## config.mk

```make
export PLATFORM = sky130hd
export DESIGN_NAME = array_list_insert_delete_search
export DESIGN_NICKNAME = d
export VERILOG_FILES = /design/src/sv/alist_pkg.sv /design/src/sv/alist_ram.sv /design/src/sv/array_list_insert_delete_search.sv
export VERILOG_INCLUDE_DIRS = /design/src /design/src/sv
export SDC_FILE = /design/constraint.sdc
export NUM_CORES = 2
export LEC_CHECK = 0
export BUFFER_PORTS_ARGS = -buffer_cell sky130_fd_sc_hd__buf_2
export CAP_MARGIN = 20
export CORE_MARGIN = 4
export CORE_UTILIZATION = 35
export CTS_CLUSTER_SIZE = 14
export DETAILED_ROUTE_END_ITERATION = 16
export PLACE_DENSITY = 0.49
export SLEW_MARGIN = 40
export SYNTH_ARGS = -nofsm -noshare
export SYNTH_HDL_FRONTEND = slang
export SYNTH_HIERARCHICAL = 1
export SYNTH_SLANG_ARGS = --single-unit
```

## constraint.sdc

```tcl
create_clock -name clk -period 5.9 [get_ports clk]
set_input_delay 0.295 -clock clk [delete_from_list [all_inputs] [get_ports clk]]
set_output_delay 0.295 -clock clk [all_outputs]
set_load 0.01 [all_outputs]
```

## src/sv/array_list_insert_delete_search_macros.svh

```systemverilog
// ----------------------------------------------------------------------------
// Assertion macros for the array list block.
// Each macro checks an implication on the rising edge of clk, outside reset.
// ----------------------------------------------------------------------------
`ifndef ARRAY_LIST_INSERT_DELETE_SEARCH_MACROS_SVH
`define ARRAY_LIST_INSERT_DELETE_SEARCH_MACROS_SVH

// Consequent must hold in the same cycle as the antecedent.
`define ALIST_ASSERT_NOW(lbl, ante, cons, msg) \
	lbl: assert property (@(posedge clk) disable iff (!arst_n) (ante) |-> (cons)) \
		else $error(msg);

// Consequent must hold in the cycle after the antecedent.
`define ALIST_ASSERT_NEXT(lbl, ante, cons, msg) \
	lbl: assert property (@(posedge clk) disable iff (!arst_n) (ante) |=> (cons)) \
		else $error(msg);

`endif

```

## src/sv/alist_pkg.sv

```systemverilog
// ----------------------------------------------------------------------------
// alist_pkg
// Types, sizes and codes shared by the array list block and its testbench.
// ----------------------------------------------------------------------------
`default_nettype none

package alist_pkg;

	localparam int DEPTH = 32;
	localparam int AW    = $clog2(DEPTH);
	localparam int CNT_W = $clog2(DEPTH + 1);
	localparam int POS_W = 6;
	localparam int CMP_W = ((CNT_W > POS_W) ? CNT_W : POS_W) + 1;
	localparam int WORD_W = 32;

	typedef enum logic [1:0] {
		KIND_CLEAR  = 2'd0,
		KIND_INSERT = 2'd1,
		KIND_DELETE = 2'd2,
		KIND_SEARCH = 2'd3
	} kind_t;

	typedef enum logic [2:0] {
		STAT_OK        = 3'd0,
		STAT_POS_ZERO  = 3'd1,
		STAT_BEYOND    = 3'd2,
		STAT_FULL      = 3'd3,
		STAT_EMPTY     = 3'd4,
		STAT_NOT_FOUND = 3'd5
	} status_t;

	typedef enum logic [3:0] {
		ST_IDLE,
		ST_SHIFT_RD,
		ST_SHIFT_WR,
		ST_PUT,
		ST_SCAN,
		ST_FETCH0,
		ST_FETCH1,
		ST_FETCH2,
		ST_DONE
	} state_t;

	typedef struct packed {
		logic [1:0]               kind;
		logic signed [WORD_W-1:0] value;
		logic [POS_W-1:0]         position;
	} req_t;

	typedef struct packed {
		logic [2:0]               status;
		logic [POS_W-1:0]         found_position;
		logic [POS_W-1:0]         count;
		logic signed [WORD_W-1:0] first_value;
		logic signed [WORD_W-1:0] last_value;
	} rsp_t;

endpackage

`default_nettype wire

```

## src/sv/alist_ram.sv

```systemverilog
// ----------------------------------------------------------------------------
// alist_ram
// Generic single-clock RAM with one write port and one registered read port.
// ----------------------------------------------------------------------------
`default_nettype none

module alist_ram #(
	parameter int W = 32,
	parameter int D = 32
) (
	input  wire logic                 clk,
	input  wire logic                 we,
	input  wire logic [$clog2(D)-1:0] waddr,
	input  wire logic [W-1:0]         wdata,
	input  wire logic [$clog2(D)-1:0] raddr,
	output logic      [W-1:0]         rdata
);

	logic [W-1:0] mem_q [D];

	always_ff @(posedge clk) begin
		if (we) begin
			mem_q[waddr] <= wdata;
		end
		rdata <= mem_q[raddr];
	end

endmodule

`default_nettype wire

```

## src/sv/array_list_insert_delete_search.sv

```systemverilog
// ----------------------------------------------------------------------------
// array_list_insert_delete_search
// Ordered list of signed words held in one RAM, with clear, insert, delete
// and search requests. Every response carries the count and end entries.
// ----------------------------------------------------------------------------
// Channel  Direction  Handshake           Payload
// req      in         req_valid/req_stall alist_pkg::req_t
// rsp      out        rsp_valid/rsp_stall alist_pkg::rsp_t
//
// One request is worked at a time; the RAM's single read port sets the pace.
// Clear and rejected requests go straight to the response; insert shifts
// entries up, delete shifts them down and rereads the ends, search scans.
// Reset clears control state; entries are never read before being written.
// A stalled response is held while the next request is accepted and worked.
// ----------------------------------------------------------------------------
`default_nettype none

`include "array_list_insert_delete_search_macros.svh"

module array_list_insert_delete_search (
	input  wire logic            clk,
	input  wire logic            arst_n,
	input  wire logic            req_valid,
	output logic                 req_stall,
	input  wire alist_pkg::req_t req,
	output logic                 rsp_valid,
	input  wire logic            rsp_stall,
	output alist_pkg::rsp_t      rsp
);

	localparam int AW    = alist_pkg::AW;
	localparam int CNT_W = alist_pkg::CNT_W;
	localparam int CMP_W = alist_pkg::CMP_W;
	localparam int POS_W = alist_pkg::POS_W;
	localparam int WW    = alist_pkg::WORD_W;

	alist_pkg::state_t  state_q, state_d;
	alist_pkg::status_t status_q, status_d;
	logic [CNT_W-1:0]   cnt_q, cnt_d;
	logic [WW-1:0]      first_q, first_d, last_q, last_d, word_q, word_d;
	logic [AW-1:0]      idx_q, idx_d, stop_q, stop_d;
	logic [CNT_W-1:0]   scan_q, scan_d, found_q, found_d;
	logic               ins_q, ins_d;
	logic               sv_s1, sv_d;
	logic [CNT_W-1:0]   sidx_s1, sidx_d;
	logic               rsp_valid_d;
	alist_pkg::rsp_t    rsp_d;

	logic               ram_we;
	logic [AW-1:0]      ram_waddr, ram_raddr;
	logic [WW-1:0]      ram_wdata, ram_rdata;

	logic [CMP_W-1:0]   pos_x, cnt_x;
	logic               issuing;

	alist_ram #(
		.W(WW),
		.D(alist_pkg::DEPTH)
	) u_ram (
		.clk  (clk),
		.we   (ram_we),
		.waddr(ram_waddr),
		.wdata(ram_wdata),
		.raddr(ram_raddr),
		.rdata(ram_rdata)
	);

	assign req_stall = (state_q != alist_pkg::ST_IDLE);
	assign pos_x     = CMP_W'(req.position);
	assign cnt_x     = CMP_W'(cnt_q);
	assign issuing   = (scan_q < cnt_q);

	always_comb begin
		state_d     = state_q;
		status_d    = status_q;
		cnt_d       = cnt_q;
		first_d     = first_q;
		last_d      = last_q;
		word_d      = word_q;
		idx_d       = idx_q;
		stop_d      = stop_q;
		scan_d      = scan_q;
		found_d     = found_q;
		ins_d       = ins_q;
		sv_d        = 1'b0;
		sidx_d      = sidx_s1;
		rsp_valid_d = rsp_valid && rsp_stall;
		rsp_d       = rsp;
		ram_we      = 1'b0;
		ram_waddr   = idx_q;
		ram_wdata   = ram_rdata;
		ram_raddr   = idx_q;

		case (state_q)
			alist_pkg::ST_IDLE: begin
				if (req_valid) begin
					word_d   = req.value;
					status_d = alist_pkg::STAT_OK;
					found_d  = '0;
					state_d  = alist_pkg::ST_DONE;
					case (alist_pkg::kind_t'(req.kind))
						alist_pkg::KIND_CLEAR: begin
							cnt_d = '0;
						end
						alist_pkg::KIND_INSERT: begin
							if (cnt_x >= CMP_W'(alist_pkg::DEPTH)) begin
								status_d = alist_pkg::STAT_FULL;
							end else if (pos_x == '0) begin
								status_d = alist_pkg::STAT_POS_ZERO;
							end else if (pos_x > cnt_x + CMP_W'(1)) begin
								status_d = alist_pkg::STAT_BEYOND;
							end else begin
								ins_d  = 1'b1;
								stop_d = AW'(pos_x - CMP_W'(1));
								idx_d  = AW'(cnt_x - CMP_W'(1));
								if (pos_x == CMP_W'(1)) begin
									first_d = req.value;
								end
								if (pos_x == cnt_x + CMP_W'(1)) begin
									last_d  = req.value;
									state_d = alist_pkg::ST_PUT;
								end else begin
									state_d = alist_pkg::ST_SHIFT_RD;
								end
							end
						end
						alist_pkg::KIND_DELETE: begin
							if (cnt_q == '0) begin
								status_d = alist_pkg::STAT_EMPTY;
							end else if (pos_x == '0) begin
								status_d = alist_pkg::STAT_POS_ZERO;
							end else if (pos_x > cnt_x) begin
								status_d = alist_pkg::STAT_BEYOND;
							end else begin
								ins_d  = 1'b0;
								cnt_d  = cnt_q - CNT_W'(1);
								idx_d  = AW'(pos_x);
								stop_d = AW'(cnt_x - CMP_W'(1));
								if (pos_x != cnt_x) begin
									state_d = alist_pkg::ST_SHIFT_RD;
								end else if (cnt_q != CNT_W'(1)) begin
									state_d = alist_pkg::ST_FETCH0;
								end
							end
						end
						alist_pkg::KIND_SEARCH: begin
							scan_d = '0;
							if (cnt_q == '0) begin
								status_d = alist_pkg::STAT_NOT_FOUND;
							end else begin
								state_d = alist_pkg::ST_SCAN;
							end
						end
						default: begin
							state_d = alist_pkg::ST_DONE;
						end
					endcase
				end
			end
			alist_pkg::ST_SHIFT_RD: begin
				ram_raddr = idx_q;
				state_d   = alist_pkg::ST_SHIFT_WR;
			end
			alist_pkg::ST_SHIFT_WR: begin
				ram_we    = 1'b1;
				ram_wdata = ram_rdata;
				ram_waddr = ins_q ? (idx_q + AW'(1)) : (idx_q - AW'(1));
				if (idx_q == stop_q) begin
					state_d = ins_q ? alist_pkg::ST_PUT : alist_pkg::ST_FETCH0;
				end else begin
					idx_d   = ins_q ? (idx_q - AW'(1)) : (idx_q + AW'(1));
					state_d = alist_pkg::ST_SHIFT_RD;
				end
			end
			alist_pkg::ST_PUT: begin
				ram_we    = 1'b1;
				ram_waddr = stop_q;
				ram_wdata = word_q;
				cnt_d     = cnt_q + CNT_W'(1);
				state_d   = alist_pkg::ST_DONE;
			end
			alist_pkg::ST_SCAN: begin
				ram_raddr = AW'(scan_q);
				sv_d      = issuing;
				sidx_d    = scan_q;
				if (issuing) begin
					scan_d = scan_q + CNT_W'(1);
				end
				if (sv_s1 && (ram_rdata == word_q)) begin
					found_d = sidx_s1 + CNT_W'(1);
					sv_d    = 1'b0;
					state_d = alist_pkg::ST_DONE;
				end else if (sv_s1 && (sidx_s1 == cnt_q - CNT_W'(1))) begin
					status_d = alist_pkg::STAT_NOT_FOUND;
					sv_d     = 1'b0;
					state_d  = alist_pkg::ST_DONE;
				end
			end
			alist_pkg::ST_FETCH0: begin
				ram_raddr = '0;
				state_d   = alist_pkg::ST_FETCH1;
			end
			alist_pkg::ST_FETCH1: begin
				ram_raddr = AW'(cnt_q - CNT_W'(1));
				first_d   = ram_rdata;
				state_d   = alist_pkg::ST_FETCH2;
			end
			alist_pkg::ST_FETCH2: begin
				last_d  = ram_rdata;
				state_d = alist_pkg::ST_DONE;
			end
			alist_pkg::ST_DONE: begin
				if (!rsp_valid || !rsp_stall) begin
					rsp_valid_d          = 1'b1;
					rsp_d.status         = status_q;
					rsp_d.found_position = POS_W'(found_q);
					rsp_d.count          = POS_W'(cnt_q);
					rsp_d.first_value    = (cnt_q == '0) ? '0 : first_q;
					rsp_d.last_value     = (cnt_q == '0) ? '0 : last_q;
					state_d              = alist_pkg::ST_IDLE;
				end
			end
			default: begin
				state_d = alist_pkg::ST_IDLE;
			end
		endcase
	end

	always_ff @(posedge clk or negedge arst_n) begin
		if (!arst_n) begin
			state_q   <= alist_pkg::ST_IDLE;
			cnt_q     <= '0;
			sv_s1     <= 1'b0;
			rsp_valid <= 1'b0;
		end else begin
			state_q   <= state_d;
			cnt_q     <= cnt_d;
			sv_s1     <= sv_d;
			rsp_valid <= rsp_valid_d;
		end
	end

	always_ff @(posedge clk) begin
		status_q <= status_d;
		first_q  <= first_d;
		last_q   <= last_d;
		word_q   <= word_d;
		idx_q    <= idx_d;
		stop_q   <= stop_d;
		scan_q   <= scan_d;
		found_q  <= found_d;
		ins_q    <= ins_d;
		sidx_s1  <= sidx_d;
		rsp      <= rsp_d;
	end

	`ALIST_ASSERT_NOW(a_cnt_bound, 1'b1, cnt_q <= CNT_W'(alist_pkg::DEPTH), "count above depth")
	`ALIST_ASSERT_NEXT(a_put_grows, state_q == alist_pkg::ST_PUT, cnt_q == $past(cnt_q) + CNT_W'(1), "insert did not grow count")
	`ALIST_ASSERT_NOW(a_scan_tag, sv_s1, sidx_s1 < cnt_q, "scan read beyond count")

endmodule

`default_nettype wire

```

# == Word level (Yosys, flattened, before mapping) ==
# Memories as Yosys holds them, arrays and structs flattened. A register that Yosys moved wholly into a read port is not among the register bits.
# Cells that the tools add are included.
# word_totals
reg_bits,219
ram_bits,1024
mem_count,1
elab_cells,204
# classes
n_reduce_logical,30
n_mux,94
addsub,9
eq_ne,47
n_lt_le_gt_ge,4
# mem_list
memory,depth,width,rd,rd_ports_with_merged_regs,write_ports,line,text
u_ram.mem_q,32,32,1,1,1,alist_ram.sv:19,logic [W-1:0] mem_q [D];
# op_table
operator,n
two-way mux 32 bit,13
one-hot mux 32 bit (2 select lines),2
two-way mux 5 bit,16
two-way mux 6 bit,9
two-way mux 4 bit,13
one-hot mux 6 bit (2 select lines),4
one-hot mux 5 bit (2 select lines),4
"inequality test 2 bit, second input constant",18
equality test 32 bit,1
one-hot mux 4 bit (8 select lines),1
two-way mux 3 bit,7
"inequality test 3 bit, second input constant",7
"adder 6 x 1 -> 6 bit, second input constant",3
"equality test 4 x 3 -> 1 bit, second input constant",4
one-hot mux 5 bit (3 select lines),1
"subtractor 5 x 1 -> 5 bit, second input constant",3
two-way mux 1 bit,14
AND reduction 7 bit,2
two-way mux 2 bit,6
one-hot mux 4 bit (3 select lines),1
nonzero test 2 bit,6
AND reduction 10 bit,1
one-hot mux 3 bit (3 select lines),1
AND reduction 9 bit,1
other kinds (35),46

# == Depth between registers and ports, before layout ==
# logic_depth
word_depth,9
mapped_depth,14
depth_no_buf,11

# == Cells and area by module ==
# Netlist, hierarchy kept.
# modules_own_cells
module,area_each_um2,cells_each,n_inst,seq_area_each_um2
alist_ram,40492.6,2260,1,31390.1
array_list_insert_delete_search,10684.0,856,1,6516.2

# == Least setup slack after synthesis ==
# No wires, ideal clock.
# synth_path
kind,reg-to-reg
from,register state_q[0]
to,register rsp[0] (netlist name) (enable)
path_buffers,1
setup_ps,542
path_slack_ps,612
t_required_ps,5358
path_stages_with_launch,5
synth_period_minus_slack_ps,5288
arrival_ps,4746
path_cell_list,dfrtp_1 clkbuf_1 nor2_1 nand3b_1 a21oi_1
# synth_between
elab_chain_cells,2
# synth_rtl
element,line,text
start: declaration,array_list_insert_delete_search.sv:37,"alist_pkg::state_t state_q, state_d;"
start signal: assignment,array_list_insert_delete_search.sv:231,state_q <= alist_pkg::ST_IDLE;
start signal: assignment,array_list_insert_delete_search.sv:236,state_q <= state_d;
equality test 4 bit,array_list_insert_delete_search.sv:94,case (state_q)
AND reduction 2 bit (no line),n/a,
end signal: assignment,array_list_insert_delete_search.sv:254,rsp <= rsp_d;
end: declaration,array_list_insert_delete_search.sv:28,output alist_pkg::rsp_t rsp
# No other way between the ends.
# A chain may end at the register's enable or synchronous reset.

# == Worst setup path after layout ==
# layout_path
from,register state_q[1]
to,register u_ram.rdata[31] (read register of u_ram.mem_q)
# layout_between
elab_chain_cells,2
elab_cells_between_ends,4
cone_classes,3 x eq/ne; 1 x mux
# layout_rtl
element,line,text
equality test 4 x 3 -> 1 bit,array_list_insert_delete_search.sv:94,
one-hot mux 5 bit (3 select lines) *,array_list_insert_delete_search.sv:94,
named net ram_raddr[4],array_list_insert_delete_search.sv:50,"logic [AW-1:0] ram_waddr, ram_raddr;"
end: declaration,alist_ram.sv:16,output logic [W-1:0] rdata
# The timed path passes the listed nets; every way through them passes the cells marked *.

==> impl_metrics.ini <==
[timing]
min_period_over_period_pct = 79.2
setup_viol = 0
final_hold_viol_count = 0
slew-limit-headroom_pct = 38.1
finClkSkew_ps = 22.3
slew_viol_final = 0
timing.fmax_mhz = 214
worstMarginPinSlew_ps = 929
rsz0062_at_grt = no
setup_tns_ps = 0
finalCriticalPeriod_ps = 4670
setup_slack_ps = 1230

[floorplanning]
initial_core_util_pct = 35.2
coreArea_um2 = 145000
die_area_um2 = 152000
fp.dieW_um = 390
row_count = 140
die_y_um = 390
io_pins = 125

[setup_path]
worst_r2r_path_depth = 9
rrSetupSlack_ps = 1230
r2r-start = state_q[1]
start_kind = flop
timing.rr.end = u_ram/rdata[31]
cp-end-kind = flop
path_class = flop to flop
cp.arrival_ps = 5260
required_ps = 6490
critPathMaxFanout = 24

[synthesis]
synth_edf_count = 1231
yosysSeqAreaShare_pct = 74.1
syn_avg_cell_area_um2 = 16.4
ys_types = 70
yosys-top-cells-area = edfxtp_1 (72%), mux2i_1 (10%), nand2_1 (1.7%)
yosys_warnings = 6
ys.flop_type = edfxtp_1
async_flop_share_pct = 0.941
synth_cells = 3116
netlist.area_leader.share_pct = 72.2
yosysTopAreaCell = edfxtp_1
synth_nets = 3186
synth_seq_cells = 1275
synth_area_um2 = 51200

[grt]
grt_pass1_vias = 27600
grt_start_max_net_pins = 129
grt_overflow = 0
grt_first_pass_wirelength_um = 203000
grt_usage_pct = 18.4
grt_antenna_before_repair = 8

[route]
vias = 28100
dr.first_iter.drc_count = 2508
detail_route.vias_per_cell = 5.19
wl_per_cell_um = 26.1
drt-pass1-iter-count = 8
antenna_left = 0
wl_met2_um = 63300
wl_met1_um = 67000
wl_met3_um = 8140
drc = 0
wirelength_um = 141000
highest_layer = met4

[final_layout]
final_common_cell = edfxtp_1
syn2layout_area_growth_pct = 17.8
nets = 3445
final_cell_mix = edfxtp_1 (1231), mux2i_1 (516), nand2_1 (211), clkbuf_16 (144), buf_2 (124)
drive_above_1_share_pct = 17.0
layout.cells.non_filler = 5409

[hold_path]
hold_path_startpoint = req[2]
hold_class = primary input to flop
min_to = stop_q[2]
hold_depth = 4

[cts]
cts_htree_levels = 4
ctsHoldBuffers = 38
ctsResizeCount = 0
clkTransAtPathRegs_ps = 60
cts_tree = done
numCtsBuffers = 141
clk_path_buf_depth = 3
post-cts-setup-buffer-count = 0
clock-sinks = 1275
clk_latency_ps = 770
clockRootBuffer = clkbuf_16

[place]
hpwl_um = 91300
gpl.final_weighted_congestion = 0.788
numPlacedInstances = 5111
io_buffers = 124
detailedPlace.worstSlack_ps = 1350

[power]
leakagePower_nw = 20.9
ir_drop_mv = 0.313
power_density_nw_per_um2 = 508

[run_status]
status = finished, final reports clean

[flow_run]
cap_violations = 0
## registers in the layout (all words and copies together), names as in the netlist
register     cells
cnt_q            6
first_q         32
sidx_s1          6
stop_q           5
found_q          6
scan_q           6
u_ram/mem_q   1024
ins_q            1
rsp             79
idx_q            5
u_ram/rdata     32
rsp_valid        1
word_q          32
last_q          32
state_q          4
status_q         3
sv_s1            1
## metrics by stage
stage / total power, W / area, µm² / hold WS, ps / utilization [%]
2_1_floorplan: 0.0180 / 51200 / -0.591 / -
3_3_place_gp: 0.0222 / 54400 / 233 / 37.4
3_5_place_dp: 0.0223 / 55400 / 238 / 38.1
4_1_cts: 0.0309 / 60200 / 11.9 / 41.4
5_1_grt: 0.0319 / 60300 / 90.6 / 41.5
6_report: 0.0306 / 60300 / 72.7 / 41.5
## cells by family (layout without fill, tap and decap cells)
kind of cell	Yosys count	count (layout)	share of synthesized area [%]
AO/OA/AOI/OAI	380	380	5.02
XOR/XNOR	66	66	1.14
adder cells (fa/ha/maj)	26	26	0.636
buffers and inverters	187	561	1.99
flip-flops	1275	1275	74.1
multiplexers	583	583	11.6
other	0	2	0
AND/OR/NAND/NOR	599	599	5.58
## worst max-delay path by stage
| stage | from | to | slack, ps | cells past startpoint |
|---|---|---|---|---|
| floorplan | state_q[0] | rsp[0] | 610 | 4 |
| global placement | cnt_q[0] | u_ram/rdata[31] | 1230 | 11 |
| detailed placement | state_q[1] | u_ram/rdata[9] | 1350 | 10 |
| CTS | state_q[1] | u_ram/rdata[31] | 1310 | 9 |
| global route | state_q[1] | u_ram/rdata[31] | 1010 | 9 |
| finish | state_q[1] | u_ram/rdata[31] | 1230 | 9 |
## synth_stat cells (32+ instances only)
cell type  number
a21oi_1       121
a22o_1         68
a22oi_1        96
a31oi_1        34
and2_1         67
buf_2          38
buf_4          35
clkbuf_1       70
dfxtp_1        32
edfxtp_1     1231
mux2_2         67
mux2i_1       516
nand2_1       232
nand3_1       120
nor2_1         67
nor3_1         49
xnor2_1        40
## worst max-delay path, stage by stage (launching register included)
cell,delay (ps)
dfrtp_1,720
nor2_1,190
nand2_1,490
inv_1,370
a222oi_1,860
inv_1,300
nand2b_2,650
a21oi_1,90
a31oi_1,640
nand3_1,160
## cell type report
class                   instances  area (µm²)
multi-input cells            1654       12800
repair buffers                284        2630
inverters                      19        71.3
diodes                          2        5.00
fillers                     13100       85100
well taps                    1917        2400
clock inverters                68         649
clock buffers                 190        3830
flip-flops and latches       1275       37900
## layer usage
metal  GRT usage (%)  vias up
li1                -    12600
met1            27.1    14400
met2            28.0      860
met3            3.40      155
met4            4.52        0
met5               0        -
## where the power goes
group / leakage (nW) / switching (W) / internal (W) / total [W]
clock: 2.18 / 0.00358 / 0.00496 / 0.00854
combinational: 7.20 / 0.00671 / 0.00295 / 0.00966
sequential: 11.6 / 0.000637 / 0.0118 / 0.0124
Note: power is estimated with default switching activity, not from simulation.
